## src/bmo_pkg.sv

```systemverilog
// ---------------------------------------------------------------------------
// bmo_pkg
// Shared constants, widths and the arctangent table of the odometry block.
// ---------------------------------------------------------------------------
package bmo_pkg;

  localparam int ANGLE_BITS   = 16;
  localparam int CORDIC_STEPS = 16;
  localparam int CSTEPS       = (CORDIC_STEPS > 24) ? 24 : CORDIC_STEPS;
  localparam int CNT_W        = 5;
  localparam int ZW           = ANGLE_BITS + 2;
  localparam int CW           = 34;

  localparam logic [29:0] GAIN_Q30 = 30'd652032874;
  localparam logic [21:0] HEAD_K   = 22'd2799883;

  // serial multiplier and divider sizes
  localparam int MA_W = 36;
  localparam int MB_W = 32;
  localparam int MP_W = MA_W + MB_W;
  localparam int DN_W = 60;
  localparam int DD_W = 48;

  // configuration register indexes
  localparam logic [1:0] REG_WHEELBASE = 2'd0;
  localparam logic [1:0] REG_RATIO     = 2'd1;
  localparam logic [1:0] REG_DEADBAND  = 2'd2;

  // arctangent of 2^-i, 2^32 per circle, rounded to ANGLE_BITS
  function automatic logic [ZW-1:0] atan_step(input logic [CNT_W-1:0] idx);
    logic [31:0] v;
    logic [32:0] r;
    case (idx)
      5'd0:  v = 32'd536870912;
      5'd1:  v = 32'd316933406;
      5'd2:  v = 32'd167458907;
      5'd3:  v = 32'd85004756;
      5'd4:  v = 32'd42667331;
      5'd5:  v = 32'd21354465;
      5'd6:  v = 32'd10679838;
      5'd7:  v = 32'd5340245;
      5'd8:  v = 32'd2670163;
      5'd9:  v = 32'd1335087;
      5'd10: v = 32'd667544;
      5'd11: v = 32'd333772;
      5'd12: v = 32'd166886;
      5'd13: v = 32'd83443;
      5'd14: v = 32'd41722;
      5'd15: v = 32'd20861;
      5'd16: v = 32'd10430;
      5'd17: v = 32'd5215;
      5'd18: v = 32'd2608;
      5'd19: v = 32'd1304;
      5'd20: v = 32'd652;
      5'd21: v = 32'd326;
      5'd22: v = 32'd163;
      5'd23: v = 32'd81;
      default: v = 32'd0;
    endcase
    r = {1'b0, v} + (33'd1 << (31 - ANGLE_BITS));
    return ZW'(r >> (32 - ANGLE_BITS));
  endfunction

endpackage

```

## src/bmo_mul.sv

```systemverilog
// ---------------------------------------------------------------------------
// bmo_mul
// Unsigned shift-add multiplier, one multiplier bit per cycle.
// ---------------------------------------------------------------------------
module bmo_mul (
  input  logic                     clk,
  input  logic                     rst_n,
  input  logic                     start,
  input  logic [bmo_pkg::MA_W-1:0] a,
  input  logic [bmo_pkg::MB_W-1:0] b,
  output logic                     done,
  output logic [bmo_pkg::MP_W-1:0] prod
);

  localparam int MC_W = $clog2(bmo_pkg::MB_W + 1);

  logic [bmo_pkg::MP_W-1:0] p_r, p_nxt;
  logic [bmo_pkg::MA_W-1:0] a_r, a_nxt;
  logic [MC_W-1:0]          cnt_r, cnt_nxt;
  logic                     busy_r, busy_nxt;
  logic                     done_r, done_nxt;
  logic [bmo_pkg::MA_W:0]   sum;

  always_comb begin
    sum = {1'b0, p_r[bmo_pkg::MP_W-1:bmo_pkg::MB_W]}
        + (p_r[0] ? {1'b0, a_r} : '0);
    p_nxt    = p_r;
    a_nxt    = a_r;
    cnt_nxt  = cnt_r;
    busy_nxt = busy_r;
    done_nxt = 1'b0;
    if (start) begin
      p_nxt    = {bmo_pkg::MA_W'(0), b};
      a_nxt    = a;
      cnt_nxt  = '0;
      busy_nxt = 1'b1;
    end else if (busy_r) begin
      p_nxt   = {sum, p_r[bmo_pkg::MB_W-1:1]};
      cnt_nxt = cnt_r + MC_W'(1);
      if (cnt_r == MC_W'(bmo_pkg::MB_W - 1)) begin
        busy_nxt = 1'b0;
        done_nxt = 1'b1;
      end
    end
  end

  always_ff @(posedge clk) begin
    if (!rst_n) begin
      busy_r <= 1'b0;
      done_r <= 1'b0;
      cnt_r  <= '0;
    end else begin
      busy_r <= busy_nxt;
      done_r <= done_nxt;
      cnt_r  <= cnt_nxt;
    end
  end

  always_ff @(posedge clk) begin
    p_r <= p_nxt;
    a_r <= a_nxt;
  end

  assign done = done_r;
  assign prod = p_r;

endmodule

```

## src/bmo_div.sv

```systemverilog
// ---------------------------------------------------------------------------
// bmo_div
// Unsigned restoring divider, one quotient bit per cycle.
// ---------------------------------------------------------------------------
module bmo_div (
  input  logic                     clk,
  input  logic                     rst_n,
  input  logic                     start,
  input  logic [bmo_pkg::DN_W-1:0] dividend,
  input  logic [bmo_pkg::DD_W-1:0] divisor,
  output logic                     done,
  output logic [bmo_pkg::DN_W-1:0] quotient
);

  localparam int DC_W = $clog2(bmo_pkg::DN_W + 1);

  logic [bmo_pkg::DD_W-1:0] rem_r, rem_nxt;
  logic [bmo_pkg::DD_W-1:0] dvs_r, dvs_nxt;
  logic [bmo_pkg::DN_W-1:0] quo_r, quo_nxt;
  logic [DC_W-1:0]          cnt_r, cnt_nxt;
  logic                     busy_r, busy_nxt;
  logic                     done_r, done_nxt;
  logic [bmo_pkg::DD_W:0]   r2;
  logic [bmo_pkg::DD_W+1:0] diff;
  logic                     ge;

  always_comb begin
    r2   = {rem_r, quo_r[bmo_pkg::DN_W-1]};
    diff = {1'b0, r2} - {2'b0, dvs_r};
    ge   = !diff[bmo_pkg::DD_W+1];
    rem_nxt  = rem_r;
    dvs_nxt  = dvs_r;
    quo_nxt  = quo_r;
    cnt_nxt  = cnt_r;
    busy_nxt = busy_r;
    done_nxt = 1'b0;
    if (start) begin
      rem_nxt  = '0;
      dvs_nxt  = divisor;
      quo_nxt  = dividend;
      cnt_nxt  = '0;
      busy_nxt = 1'b1;
    end else if (busy_r) begin
      // dividend bits shift out the top while quotient bits shift in below
      rem_nxt = ge ? diff[bmo_pkg::DD_W-1:0] : r2[bmo_pkg::DD_W-1:0];
      quo_nxt = {quo_r[bmo_pkg::DN_W-2:0], ge};
      cnt_nxt = cnt_r + DC_W'(1);
      if (cnt_r == DC_W'(bmo_pkg::DN_W - 1)) begin
        busy_nxt = 1'b0;
        done_nxt = 1'b1;
      end
    end
  end

  always_ff @(posedge clk) begin
    if (!rst_n) begin
      busy_r <= 1'b0;
      done_r <= 1'b0;
      cnt_r  <= '0;
    end else begin
      busy_r <= busy_nxt;
      done_r <= done_nxt;
      cnt_r  <= cnt_nxt;
    end
  end

  always_ff @(posedge clk) begin
    rem_r <= rem_nxt;
    dvs_r <= dvs_nxt;
    quo_r <= quo_nxt;
  end

  assign done     = done_r;
  assign quotient = quo_r;

endmodule

```

## src/bmo_cordic.sv

```systemverilog
// ---------------------------------------------------------------------------
// bmo_cordic
// Rotation-mode CORDIC, one micro-rotation per cycle, Q30 cosine and sine.
// ---------------------------------------------------------------------------
module bmo_cordic (
  input  logic                             clk,
  input  logic                             rst_n,
  input  logic                             start,
  input  logic [bmo_pkg::ANGLE_BITS-1:0]   ang,
  output logic                             done,
  output logic signed [bmo_pkg::CW-1:0]    cos_q,
  output logic signed [bmo_pkg::CW-1:0]    sin_q
);

  localparam int AB = bmo_pkg::ANGLE_BITS;
  localparam int ZW = bmo_pkg::ZW;
  localparam int CW = bmo_pkg::CW;
  localparam logic signed [ZW-1:0] QUARTER = ZW'(1) << (AB - 2);
  localparam logic signed [ZW-1:0] HALF    = ZW'(1) << (AB - 1);

  logic signed [CW-1:0] x_r, x_nxt, y_r, y_nxt;
  logic signed [CW-1:0] c_r, c_nxt, s_r, s_nxt;
  logic signed [ZW-1:0] z_r, z_nxt;
  logic                 flip_r, flip_nxt;
  logic [bmo_pkg::CNT_W-1:0] cnt_r, cnt_nxt;
  logic                 busy_r, busy_nxt;
  logic                 done_r, done_nxt;
  logic signed [ZW-1:0] a_ext, a_red, t;
  logic                 fl;
  logic signed [CW-1:0] xs, ys, xn, yn;

  always_comb begin
    a_ext = ZW'($signed(ang));
    a_red = a_ext;
    fl    = 1'b0;
    // fold into the right half plane, negate the vector at the end
    if (a_ext > QUARTER) begin
      a_red = a_ext - HALF;
      fl    = 1'b1;
    end else if (a_ext < -QUARTER) begin
      a_red = a_ext + HALF;
      fl    = 1'b1;
    end

    xs = x_r >>> cnt_r;
    ys = y_r >>> cnt_r;
    t  = $signed(bmo_pkg::atan_step(cnt_r));
    if (!z_r[ZW-1]) begin
      xn    = x_r - ys;
      yn    = y_r + xs;
      z_nxt = z_r - t;
    end else begin
      xn    = x_r + ys;
      yn    = y_r - xs;
      z_nxt = z_r + t;
    end

    x_nxt    = x_r;
    y_nxt    = y_r;
    c_nxt    = c_r;
    s_nxt    = s_r;
    flip_nxt = flip_r;
    cnt_nxt  = cnt_r;
    busy_nxt = busy_r;
    done_nxt = 1'b0;
    if (start) begin
      x_nxt    = CW'(bmo_pkg::GAIN_Q30);
      y_nxt    = '0;
      z_nxt    = a_red;
      flip_nxt = fl;
      cnt_nxt  = '0;
      busy_nxt = 1'b1;
    end else if (busy_r) begin
      x_nxt   = xn;
      y_nxt   = yn;
      cnt_nxt = cnt_r + bmo_pkg::CNT_W'(1);
      if (cnt_r == bmo_pkg::CNT_W'(bmo_pkg::CSTEPS - 1)) begin
        busy_nxt = 1'b0;
        done_nxt = 1'b1;
        c_nxt    = flip_r ? -xn : xn;
        s_nxt    = flip_r ? -yn : yn;
      end
    end else begin
      z_nxt = z_r;
    end
  end

  always_ff @(posedge clk) begin
    if (!rst_n) begin
      busy_r <= 1'b0;
      done_r <= 1'b0;
      cnt_r  <= '0;
    end else begin
      busy_r <= busy_nxt;
      done_r <= done_nxt;
      cnt_r  <= cnt_nxt;
    end
  end

  always_ff @(posedge clk) begin
    x_r    <= x_nxt;
    y_r    <= y_nxt;
    z_r    <= z_nxt;
    c_r    <= c_nxt;
    s_r    <= s_nxt;
    flip_r <= flip_nxt;
  end

  assign done  = done_r;
  assign cos_q = c_r;
  assign sin_q = s_r;

endmodule

```

## src/bicycle_model_odometry.sv

```systemverilog
// ---------------------------------------------------------------------------
// bicycle_model_odometry
// Fixed-point bicycle-model dead reckoning on a shared serial multiplier,
// serial divider and iterative CORDIC.
// Each word runs 5 divides, 8 multiplies, 2 rotations and 1 output step in turn;
//   the yaw divide is skipped when the wheel cosine is zero.
// A new word is taken only once the last is through; the next word is taken while a result waits.
// Reset (synchronous, rst_n low): position 0, heading pi/2, registers to defaults.
// ---------------------------------------------------------------------------
module bicycle_model_odometry (
  input  logic         clk,
  input  logic         rst_n,
  input  logic         cfg_we,
  input  logic [1:0]   cfg_addr,
  input  logic [15:0]  cfg_wdata,
  input  logic         in_tvalid,
  output logic         in_tready,
  // speed_kmh[15:0], steer_deg[32:16], time_step_us[52:33], zero fill
  input  logic [55:0]  in_tdata,
  output logic         out_tvalid,
  input  logic         out_tready,
  // pos_x[31:0], pos_y[63:32], heading[79:64], yaw_rate[95:80], speed_ms[111:96]
  output logic [111:0] out_tdata
);

  localparam int AB   = bmo_pkg::ANGLE_BITS;
  localparam int CW   = bmo_pkg::CW;
  localparam int DN_W = bmo_pkg::DN_W;
  localparam int DD_W = bmo_pkg::DD_W;
  localparam int MA_W = bmo_pkg::MA_W;
  localparam int MB_W = bmo_pkg::MB_W;
  localparam int MP_W = bmo_pkg::MP_W;
  localparam int HSL  = (AB >= 16) ? AB - 16 : 0;
  localparam int HSR  = (AB >= 16) ? 0 : 16 - AB;

  localparam logic [4:0] S_IDLE = 5'd0;
  localparam logic [4:0] S_V    = 5'd1;
  localparam logic [4:0] S_WA   = 5'd2;
  localparam logic [4:0] S_CW   = 5'd3;
  localparam logic [4:0] S_NUM  = 5'd4;
  localparam logic [4:0] S_DEN  = 5'd5;
  localparam logic [4:0] S_YAW  = 5'd6;
  localparam logic [4:0] S_CH   = 5'd7;
  localparam logic [4:0] S_TX   = 5'd8;
  localparam logic [4:0] S_PX   = 5'd9;
  localparam logic [4:0] S_DX   = 5'd10;
  localparam logic [4:0] S_TY   = 5'd11;
  localparam logic [4:0] S_PY   = 5'd12;
  localparam logic [4:0] S_DY   = 5'd13;
  localparam logic [4:0] S_H1   = 5'd14;
  localparam logic [4:0] S_H2   = 5'd15;
  localparam logic [4:0] S_OUT  = 5'd16;

  function automatic logic [31:0] mag32(input logic signed [CW-1:0] v);
    logic signed [CW-1:0] n;
    n = v[CW-1] ? -v : v;
    return n[31:0];
  endfunction

  function automatic logic signed [31:0] sat32(input logic signed [33:0] v);
    logic signed [31:0] r;
    if (v > 34'sd2147483647) r = 32'sh7FFFFFFF;
    else if (v < -34'sd2147483648) r = 32'sh80000000;
    else r = v[31:0];
    return r;
  endfunction

  // control and architectural state
  logic [4:0]         state_r, state_nxt;
  logic               go_r, go_nxt;
  logic [15:0]        wb_r, wb_nxt, ratio_r, ratio_nxt, db_r, db_nxt;
  logic signed [31:0] x_acc_r, x_acc_nxt, y_acc_r, y_acc_nxt;
  logic [15:0]        head_r, head_nxt;
  logic               out_valid_r, out_valid_nxt;

  // per-word working registers
  logic signed [15:0]   spd_r, spd_nxt;
  logic signed [16:0]   st_r, st_nxt;
  logic [19:0]          dt_r, dt_nxt;
  logic [13:0]          vmag_r, vmag_nxt;
  logic                 vneg_r, vneg_nxt;
  logic [AB-1:0]        wa_r, wa_nxt;
  logic signed [CW-1:0] wc_r, wc_nxt, ws_r, ws_nxt, hc_r, hc_nxt, hs_r, hs_nxt;
  logic [DN_W-1:0]      num_r, num_nxt;
  logic [DD_W-1:0]      den_r, den_nxt;
  logic signed [15:0]   yaw_r, yaw_nxt;
  logic [22:0]          tmag_r, tmag_nxt;
  logic                 tneg_r, tneg_nxt;
  logic [MP_W-1:0]      p_r, p_nxt;
  logic [111:0]         odata_r, odata_nxt;

  // shared units
  logic [MA_W-1:0]      mul_a;
  logic [MB_W-1:0]      mul_b;
  logic                 mul_done;
  logic [MP_W-1:0]      mul_p;
  logic [DN_W-1:0]      div_n, div_q;
  logic [DD_W-1:0]      div_d;
  logic                 div_done;
  logic [AB-1:0]        cor_ang;
  logic                 cor_done;
  logic signed [CW-1:0] cor_c, cor_s;

  // helpers
  logic signed [18:0] s5;
  logic [18:0]        m5w;
  logic [16:0]        stabs, stz;
  logic [15:0]        ratio_e, wb_e;
  logic [21:0]        d45;
  logic [27:0]        v16k;
  logic [AB+15:0]     hwide;
  logic [AB-1:0]      hang;
  logic [16:0]        yabs;
  logic [AB-1:0]      qa;
  logic               yneg;
  logic [MP_W-1:0]    rnd;
  logic [23:0]        dmag;
  logic signed [33:0] dsum;
  logic [15:0]        dh;
  logic signed [15:0] vout;

  bmo_mul u_mul (
    .clk(clk), .rst_n(rst_n), .start(go_r), .a(mul_a), .b(mul_b),
    .done(mul_done), .prod(mul_p)
  );

  bmo_div u_div (
    .clk(clk), .rst_n(rst_n), .start(go_r), .dividend(div_n), .divisor(div_d),
    .done(div_done), .quotient(div_q)
  );

  bmo_cordic u_cordic (
    .clk(clk), .rst_n(rst_n), .start(go_r), .ang(cor_ang),
    .done(cor_done), .cos_q(cor_c), .sin_q(cor_s)
  );

  always_comb begin
    s5      = ({{3{spd_r[15]}}, spd_r} <<< 2) + {{3{spd_r[15]}}, spd_r};
    m5w     = s5[18] ? 19'(-s5) : 19'(s5);
    stabs   = st_r[16] ? 17'(-st_r) : 17'(st_r);
    stz     = (stabs < {1'b0, db_r}) ? 17'd0 : stabs;
    ratio_e = (ratio_r == 16'd0) ? 16'd1 : ratio_r;
    wb_e    = (wb_r == 16'd0) ? 16'd1 : wb_r;
    d45     = 22'(ratio_e) * 22'd45;
    v16k    = 28'(vmag_r) * 28'd16000;
    hwide   = {AB'(0), head_r};
    hang    = (AB >= 16) ? AB'(hwide << HSL) : AB'(hwide >> HSR);
    yabs    = yaw_r[15] ? 17'(-{yaw_r[15], yaw_r}) : {1'b0, yaw_r};

    case (state_r)
      S_NUM:   begin mul_a = MA_W'(v16k);        mul_b = mag32(ws_r);      end
      S_DEN:   begin mul_a = MA_W'(mag32(wc_r)); mul_b = MB_W'(wb_e);      end
      S_TX:    begin mul_a = MA_W'(vmag_r);      mul_b = mag32(hc_r);      end
      S_TY:    begin mul_a = MA_W'(vmag_r);      mul_b = mag32(hs_r);      end
      S_PX:    begin mul_a = MA_W'(tmag_r);      mul_b = MB_W'(dt_r);      end
      S_PY:    begin mul_a = MA_W'(tmag_r);      mul_b = MB_W'(dt_r);      end
      S_H1:    begin mul_a = MA_W'(yabs);        mul_b = MB_W'(dt_r);      end
      S_H2:    begin mul_a = p_r[MA_W-1:0];      mul_b = MB_W'(bmo_pkg::HEAD_K); end
      default: begin mul_a = '0;                 mul_b = '0;               end
    endcase

    // dividends carry half the divisor so the quotient rounds to nearest
    case (state_r)
      S_V: begin
        div_n = DN_W'(m5w[17:0]) + DN_W'(9);
        div_d = DD_W'(18);
      end
      S_WA: begin
        div_n = (DN_W'(stz) << (AB - 1)) + DN_W'(d45 >> 1);
        div_d = DD_W'(d45);
      end
      S_YAW: begin
        div_n = num_r + DN_W'(den_r >> 1);
        div_d = den_r;
      end
      S_DX, S_DY: begin
        div_n = p_r[DN_W-1:0] + DN_W'(500000);
        div_d = DD_W'(1000000);
      end
      default: begin
        div_n = '0;
        div_d = DD_W'(1);
      end
    endcase

    cor_ang = (state_r == S_CW) ? wa_r : hang;

    qa   = div_q[AB-1:0];
    yneg = vneg_r ^ ws_r[CW-1] ^ wc_r[CW-1];
    dmag = div_q[23:0];
    dsum = tneg_r ? 34'(x_acc_r) - 34'(dmag) : 34'(x_acc_r) + 34'(dmag);
    if (state_r == S_DY) begin
      dsum = tneg_r ? 34'(y_acc_r) - 34'(dmag) : 34'(y_acc_r) + 34'(dmag);
    end
    rnd  = (state_r == S_H2) ? (mul_p + (MP_W'(1) << 39)) >> 40
                             : (mul_p + (MP_W'(1) << 21)) >> 22;
    dh   = yaw_r[15] ? 16'(-rnd[15:0]) : rnd[15:0];
    vout = vneg_r ? 16'(-{2'b0, vmag_r}) : {2'b0, vmag_r};

    state_nxt     = state_r;
    go_nxt        = 1'b0;
    wb_nxt        = wb_r;
    ratio_nxt     = ratio_r;
    db_nxt        = db_r;
    x_acc_nxt     = x_acc_r;
    y_acc_nxt     = y_acc_r;
    head_nxt      = head_r;
    out_valid_nxt = out_valid_r;
    spd_nxt  = spd_r;
    st_nxt   = st_r;
    dt_nxt   = dt_r;
    vmag_nxt = vmag_r;
    vneg_nxt = vneg_r;
    wa_nxt   = wa_r;
    wc_nxt   = wc_r;
    ws_nxt   = ws_r;
    hc_nxt   = hc_r;
    hs_nxt   = hs_r;
    num_nxt  = num_r;
    den_nxt  = den_r;
    yaw_nxt  = yaw_r;
    tmag_nxt = tmag_r;
    tneg_nxt = tneg_r;
    p_nxt    = p_r;
    odata_nxt = odata_r;

    if (cfg_we) begin
      case (cfg_addr)
        bmo_pkg::REG_WHEELBASE: wb_nxt    = cfg_wdata;
        bmo_pkg::REG_RATIO:     ratio_nxt = cfg_wdata;
        bmo_pkg::REG_DEADBAND:  db_nxt    = cfg_wdata;
        default: ;
      endcase
    end

    if (out_valid_r && out_tready) out_valid_nxt = 1'b0;

    case (state_r)
      S_IDLE: begin
        if (in_tvalid) begin
          spd_nxt   = in_tdata[15:0];
          st_nxt    = in_tdata[32:16];
          dt_nxt    = in_tdata[52:33];
          state_nxt = S_V;
          go_nxt    = 1'b1;
        end
      end
      S_V: begin
        if (div_done) begin
          vmag_nxt  = div_q[13:0];
          vneg_nxt  = spd_r[15];
          state_nxt = S_WA;
          go_nxt    = 1'b1;
        end
      end
      S_WA: begin
        if (div_done) begin
          wa_nxt    = st_r[16] ? AB'(-qa) : qa;
          state_nxt = S_CW;
          go_nxt    = 1'b1;
        end
      end
      S_CW: begin
        if (cor_done) begin
          wc_nxt    = cor_c;
          ws_nxt    = cor_s;
          state_nxt = S_NUM;
          go_nxt    = 1'b1;
        end
      end
      S_NUM: begin
        if (mul_done) begin
          num_nxt   = mul_p[DN_W-1:0];
          state_nxt = S_DEN;
          go_nxt    = 1'b1;
        end
      end
      S_DEN: begin
        if (mul_done) begin
          den_nxt = mul_p[DD_W-1:0];
          go_nxt  = 1'b1;
          if (mul_p == '0) begin
            // wheel at right angle: saturate toward the numerator's sign
            if (num_r == '0) yaw_nxt = 16'sd0;
            else if (vneg_r ^ ws_r[CW-1]) yaw_nxt = -16'sd32768;
            else yaw_nxt = 16'sd32767;
            state_nxt = S_CH;
          end else begin
            state_nxt = S_YAW;
          end
        end
      end
      S_YAW: begin
        if (div_done) begin
          if (!yneg) begin
            yaw_nxt = (div_q > DN_W'(32767)) ? 16'sd32767 : div_q[15:0];
          end else begin
            yaw_nxt = (div_q > DN_W'(32768)) ? -16'sd32768 : 16'(-div_q[15:0]);
          end
          state_nxt = S_CH;
          go_nxt    = 1'b1;
        end
      end
      S_CH: begin
        if (cor_done) begin
          hc_nxt    = cor_c;
          hs_nxt    = cor_s;
          state_nxt = S_TX;
          go_nxt    = 1'b1;
        end
      end
      S_TX, S_TY: begin
        if (mul_done) begin
          tmag_nxt  = rnd[22:0];
          tneg_nxt  = vneg_r ^ ((state_r == S_TX) ? hc_r[CW-1] : hs_r[CW-1]);
          state_nxt = (state_r == S_TX) ? S_PX : S_PY;
          go_nxt    = 1'b1;
        end
      end
      S_PX, S_PY: begin
        if (mul_done) begin
          p_nxt     = mul_p;
          state_nxt = (state_r == S_PX) ? S_DX : S_DY;
          go_nxt    = 1'b1;
        end
      end
      S_DX: begin
        if (div_done) begin
          x_acc_nxt = sat32(dsum);
          state_nxt = S_TY;
          go_nxt    = 1'b1;
        end
      end
      S_DY: begin
        if (div_done) begin
          y_acc_nxt = sat32(dsum);
          state_nxt = S_H1;
          go_nxt    = 1'b1;
        end
      end
      S_H1: begin
        if (mul_done) begin
          p_nxt     = mul_p;
          state_nxt = S_H2;
          go_nxt    = 1'b1;
        end
      end
      S_H2: begin
        if (mul_done) begin
          head_nxt  = head_r + dh;
          state_nxt = S_OUT;
        end
      end
      S_OUT: begin
        // hold the finished word until the output register frees up
        if (!out_valid_r || out_tready) begin
          odata_nxt     = {vout, yaw_r, head_r, y_acc_r, x_acc_r};
          out_valid_nxt = 1'b1;
          state_nxt     = S_IDLE;
        end
      end
      default: state_nxt = S_IDLE;
    endcase
  end

  always_ff @(posedge clk) begin
    if (!rst_n) begin
      state_r     <= S_IDLE;
      go_r        <= 1'b0;
      wb_r        <= 16'd1000;
      ratio_r     <= 16'd8192;
      db_r        <= 16'd576;
      x_acc_r     <= '0;
      y_acc_r     <= '0;
      head_r      <= 16'd16384;
      out_valid_r <= 1'b0;
    end else begin
      state_r     <= state_nxt;
      go_r        <= go_nxt;
      wb_r        <= wb_nxt;
      ratio_r     <= ratio_nxt;
      db_r        <= db_nxt;
      x_acc_r     <= x_acc_nxt;
      y_acc_r     <= y_acc_nxt;
      head_r      <= head_nxt;
      out_valid_r <= out_valid_nxt;
    end
  end

  always_ff @(posedge clk) begin
    spd_r   <= spd_nxt;
    st_r    <= st_nxt;
    dt_r    <= dt_nxt;
    vmag_r  <= vmag_nxt;
    vneg_r  <= vneg_nxt;
    wa_r    <= wa_nxt;
    wc_r    <= wc_nxt;
    ws_r    <= ws_nxt;
    hc_r    <= hc_nxt;
    hs_r    <= hs_nxt;
    num_r   <= num_nxt;
    den_r   <= den_nxt;
    yaw_r   <= yaw_nxt;
    tmag_r  <= tmag_nxt;
    tneg_r  <= tneg_nxt;
    p_r     <= p_nxt;
    odata_r <= odata_nxt;
  end

  assign in_tready  = (state_r == S_IDLE);
  assign out_tvalid = out_valid_r;
  assign out_tdata  = odata_r;

endmodule
```

## config.mk

```make
export PLATFORM = sky130hd
export DESIGN_NAME = bicycle_model_odometry
export DESIGN_NICKNAME = d
export VERILOG_FILES = /design/src/bmo_pkg.sv /design/src/bmo_mul.sv /design/src/bmo_div.sv /design/src/bmo_cordic.sv /design/src/bicycle_model_odometry.sv
export SDC_FILE = /design/constraint.sdc
export NUM_CORES = 2
export LEC_CHECK = 0
export BUFFER_PORTS_ARGS = -buffer_cell sky130_fd_sc_hd__buf_2
export CAP_MARGIN = 20
export CORE_MARGIN = 2
export CORE_UTILIZATION = 35
export CTS_CLUSTER_SIZE = 25
export DETAILED_ROUTE_END_ITERATION = 8
export PLACE_DENSITY = 0.46
export SKIP_CTS_REPAIR_TIMING = 1
export SYNTH_ARGS = -nofsm -noshare
export SYNTH_HDL_FRONTEND = slang
export SYNTH_SLANG_ARGS = --single-unit
```

## constraint.sdc

```tcl
create_clock -name clk -period 9.2 [get_ports clk]
set_clock_uncertainty 0.05 [all_clocks]
set_input_delay 0.46 -clock clk [delete_from_list [all_inputs] [get_ports clk]]
set_output_delay 0.46 -clock clk [all_outputs]
set_load 0.02 [all_outputs]
```

==> results.sh <==
export IMPL_cp_required_ns=9.67
export IMPL_cts_buffer_depth=3
export IMPL_syn_to_final_growth_pct=12.8
export IMPL_vdd_drop_max_mv=0.311
export IMPL_grt_pass1_wl_um=425000
export IMPL_status="finished clean"
export IMPL_crit_family="compound AO/OA/AOI/OAI gates"
export IMPL_syn_inst=8036
export IMPL_power_density_nw_per_um2=323
export IMPL_cts_sinks=1122
export IMPL_avgSynthCellArea_um2=9.63
export IMPL_min_period_over_period_pct=90.5
export IMPL_ys_ff_latch=1122
export IMPL_layout_nets=8765
export IMPL_path_buf_inv=1
export IMPL_cts_max_level=4
export IMPL_final_seq_area_um2=30500
export IMPL_yosysUniqueCellTypes=104
export IMPL_max_stage_delay_ns=0.91
export IMPL_place_ws_ns=0.985
export IMPL_worst_slack_ns=0.872
export IMPL_setup_viol=0
export IMPL_detail_route_iter0_violations=5953
export IMPL_hold_class="in2reg"
export IMPL_dp_hpwl_um=228000
export IMPL_clk_pin_slew_ns=0.06
export IMPL_path_depth=21
export IMPL_grt_use_total_pct=25.4
export IMPL_path_max_fanout=53
export IMPL_ant_nets=0
export IMPL_ys_seq_area_share_pct=39.3
export IMPL_netlist_area_um2=77400
export IMPL_drc_errors=0
export IMPL_die_y_um=474
export IMPL_endpoint="u_cordic.sin_q[33]"
export IMPL_cts_tree="yes"
export IMPL_crit_path_end_kind="register"
export IMPL_p_comb_share_pct=52.0
export IMPL_drt_vias_per_instance=5.73
export IMPL_reg2reg_from="u_cordic.cnt_r[0]"
export IMPL_r2r_end="u_cordic.sin_q[33]"
export IMPL_clkPwrFrac_pct=20.6
export IMPL_drive_gt1_share_pct=10.0
export IMPL_grt_max_degree=79
export IMPL_pwr_share_seq_pct=27.4
export IMPL_dp_cells=10900
export IMPL_rows=172
export IMPL_die_w_um=474
export IMPL_vias=64500
export IMPL_r2r_slack_ns=0.87
export IMPL_worstSetupStartpoint="u_cordic.cnt_r[0]"
export IMPL_fillerInstances=21600
export IMPL_syn_num_nets=8619
export IMPL_start_kind="register"
export IMPL_rsz0062_at_grt="false"
export IMPL_internal_power_mw=15.5
export IMPL_wl_um=293000
export IMPL_synth_enable_flop_cells=797
export IMPL_slew_headroom_pct=20.3
export IMPL_crit_slowest_cell="dfxtp_4"
export IMPL_yosysWarnings=0
export IMPL_timing_fmax_mhz=120
export IMPL_dieArea_um2=225000
export IMPL_coreArea_um2=220000
export IMPL_p_sw_mw=12.6
export IMPL_post_route_util_pct=39.7
export IMPL_first_global_vias=62100
export IMPL_fin_tns_setup_ns=0
export IMPL_worstSetupPathType="reg2reg"
export IMPL_multi_input_area_um2=44200
export IMPL_period_needed_ns=8.33
export IMPL_power_mw=28.2
export IMPL_reg2reg_depth=21
export IMPL_grt_overflow_total=0
export IMPL_insertion_delay_ns=0.81
export IMPL_drv_cap=0
export IMPL_drv_slew=0
export IMPL_cts_root_buf="clkbuf_16"
export IMPL_async_flop_share_pct=0
export IMPL_worst_pin_slew_ns=1.20
export IMPL_layout_cells_non_filler=11300
export IMPL_io_buffers=189
export IMPL_gp_congestion=0.979
export IMPL_synthFlopType="edfxtp_1"
export IMPL_numCtsBuffers=136
export IMPL_boundaryPins=193
export IMPL_p_leak_nw=32.9
export IMPL_antenna_found_initial=12
export IMPL_drtPass1Iterations=6
export IMPL_p_sw_share_pct=44.8
export IMPL_start_util_pct=35.2
export IMPL_wl_per_cell_um=26.0
export IMPL_finalHoldViolCount=0
export IMPL_crit_arrival_ns=8.80
export IMPL_cp_cell_sequence="buf_4 -> mux4_2 -> mux2i_1 -> o22ai_1 -> a221oi_2 -> nand4_1 -> nor2_1 -> a21oi_1 -> xor2_1 -> ha_1 -> a21oi_1 -> o21ai_0 -> o21ai_0 -> a2111oi_1 -> or3_1 -> a2111oi_2 -> nand4_1 -> or4_1 -> or4_1 -> o31ai_2 -> xor2_1"
how the worst min path moves through the flow:
| stage | cells after the start | endpoint | startpoint |
|---|---|---|---|
| 2_1_floorplan | 0 | out_tdata[30] | x_acc_r[30] |
| 3_3_place_gp | 0 | ws_r[3] | u_cordic.sin_q[3] |
| 3_5_place_dp | 0 | hs_r[10] | u_cordic.sin_q[10] |
| 4_1_cts | 1 | dt_r[14] | in_tdata[47] |
| 5_1_grt | 5 | wb_r[15] | cfg_addr[0] |
| 6_report | 5 | wb_r[2] | cfg_addr[0] |
worst reg2reg max path, cell delays in order (launching register included):
cell and delay, ns:
dfxtp_4 0.91, buf_4 0.60, mux4_2 0.57, mux2i_1 0.30, o22ai_1 0.13, a221oi_2 0.39
nand4_1 0.30, nor2_1 0.23, a21oi_1 0.10, xor2_1 0.38, ha_1 0.40, a21oi_1 0.28
o21ai_0 0.14, o21ai_0 0.37, a2111oi_1 0.14, or3_1 0.41, a2111oi_2 0.60, nand4_1 0.27
or4_1 0.46, or4_1 0.61, o31ai_2 0.29, xor2_1 0.12
stage by stage:
step           hold WS, ns  area (um2)
3_5_place_dp         0.387       81700
4_1_cts             -0.277       86500
6_report             0.155       87300
3_3_place_gp         0.382       81700
2_1_floorplan        0.369       77400
5_1_grt              0.158       87200
cell usage after synthesis (30+ instances only):
cell | instances | area [um2]
mux2i_1 | 182 | 1820
o41ai_1 | 34 | 298
edfxtp_1 | 797 | 23900
clkbuf_1 | 304 | 1140
buf_1 | 52 | 195
ha_1 | 429 | 5370
or4_1 | 56 | 420
a221oi_1 | 37 | 324
nor2b_1 | 58 | 363
o221ai_1 | 36 | 315
nand2_1 | 778 | 2920
mux2_2 | 50 | 563
o21bai_1 | 48 | 360
a311oi_1 | 30 | 263
a21o_1 | 178 | 1340
a222oi_1 | 36 | 360
or3_1 | 73 | 457
dfxtp_1 | 325 | 6510
o21a_1 | 72 | 541
a21oi_1 | 486 | 2430
buf_2 | 33 | 165
nor2_1 | 588 | 2210
xnor2_1 | 488 | 4270
a31oi_1 | 76 | 475
a211o_1 | 35 | 307
o211ai_1 | 61 | 458
fa_1 | 75 | 1500
or2_2 | 43 | 269
xor2_1 | 253 | 2220
and3_1 | 89 | 557
and2_1 | 126 | 788
a22oi_1 | 40 | 300
o22ai_1 | 35 | 219
nand4_1 | 84 | 526
nor4_1 | 117 | 732
mux4_2 | 90 | 2030
nand2b_1 | 74 | 463
nand3_1 | 185 | 926
o31ai_1 | 97 | 728
nor3_1 | 126 | 631
a211oi_1 | 74 | 556
inv_1 | 337 | 1260
o21ai_0 | 448 | 2240
kinds of logic (layout without fill, tap and decap cells):
family	Yosys count	after routing	share of synthesized area, %
compound gates	2106	2106	18.2
fa+ha+maj	506	506	8.91
other cells	0	3	0
buf+inv	735	995	3.65
mux	322	322	5.70
flops	1122	1122	39.3
simple gates	2504	2504	15.8
xor+xnor	741	741	8.39
power by group through the flow:
stage / Clock, mW / Sequential (mW) / Combinational (mW)
2_1_floorplan: 0 / 7.09 / 10.4
6_report: 5.80 / 7.71 / 14.7
3_3_place_gp: 0 / 7.79 / 14.5
5_1_grt: 6.12 / 7.76 / 16.1
4_1_cts: 5.95 / 7.69 / 14.6
3_5_place_dp: 0 / 7.79 / 14.5
routing by layer:
layer | global-route usage (%) | vias to the layer above | routed length [um]
li1 | - | 30300 | -
met3 | 2.86 | 499 | 15000
met2 | 43.0 | 2158 | 139000
met5 | 0 | - | 41
met4 | 12.6 | 6 | 16900
met1 | 32.0 | 31600 | 122000
state kept, by name (all words and copies together), names as in the netlist, 36 cells and up, named ones only:
name	flops
out_tdata	112
u_mul.prod	68
num_r	60
p_r	60
u_div.quotient	60
den_r	48
u_div.dvs_r	48
u_div.rem_r	48
u_mul.a_r	36
cells in the final DEF, fill, tap and decap left out, types with 40 or more instances in the layout:
master / synthesis / final
a211oi_1: 74 / 74
a21o_1: 178 / 178
a21oi_1: 486 / 485
a22oi_1: 40 / 40
a31oi_1: 76 / 76
and2_1: 126 / 123
and3_1: 89 / 87
buf_2: 33 / 190
buf_4: 6 / 140
clkbuf_16: 0 / 140
dfxtp_1: 325 / 316
dlygate4sd3_1: 0 / 69
edfxtp_1: 797 / 797
fa_1: 75 / 75
ha_1: 429 / 429
inv_1: 337 / 334
mux2_2: 50 / 50
mux2i_1: 182 / 182
mux4_2: 90 / 90
nand2_1: 778 / 778
nand2b_1: 74 / 74
nand3_1: 185 / 185
nand4_1: 84 / 84
nor2_1: 588 / 579
nor2b_1: 58 / 57
nor3_1: 126 / 120
nor4_1: 117 / 113
o211ai_1: 61 / 61
o21a_1: 72 / 72
o21ai_0: 448 / 448
o21bai_1: 48 / 48
o31ai_1: 97 / 97
or2_2: 43 / 43
or3_1: 73 / 73
or4_1: 56 / 56
xnor2_1: 488 / 488
xor2_1: 253 / 253
area by class of cell:
| class | count | share of cell area (%) |
|---|---|---|
| Tap cell | 2958 | 4.24 |
| Antenna cell | 3 | 0.00860 |
| Sequential cell | 1122 | 34.9 |
| Clock buffer | 169 | 4.22 |
| Timing Repair Buffer | 404 | 3.19 |
| Inverter | 339 | 1.46 |
| Multi-Input combinational cell | 6179 | 50.7 |
| Clock inverter | 83 | 1.27 |
Note: power is estimated with default switching activity, not from simulation.
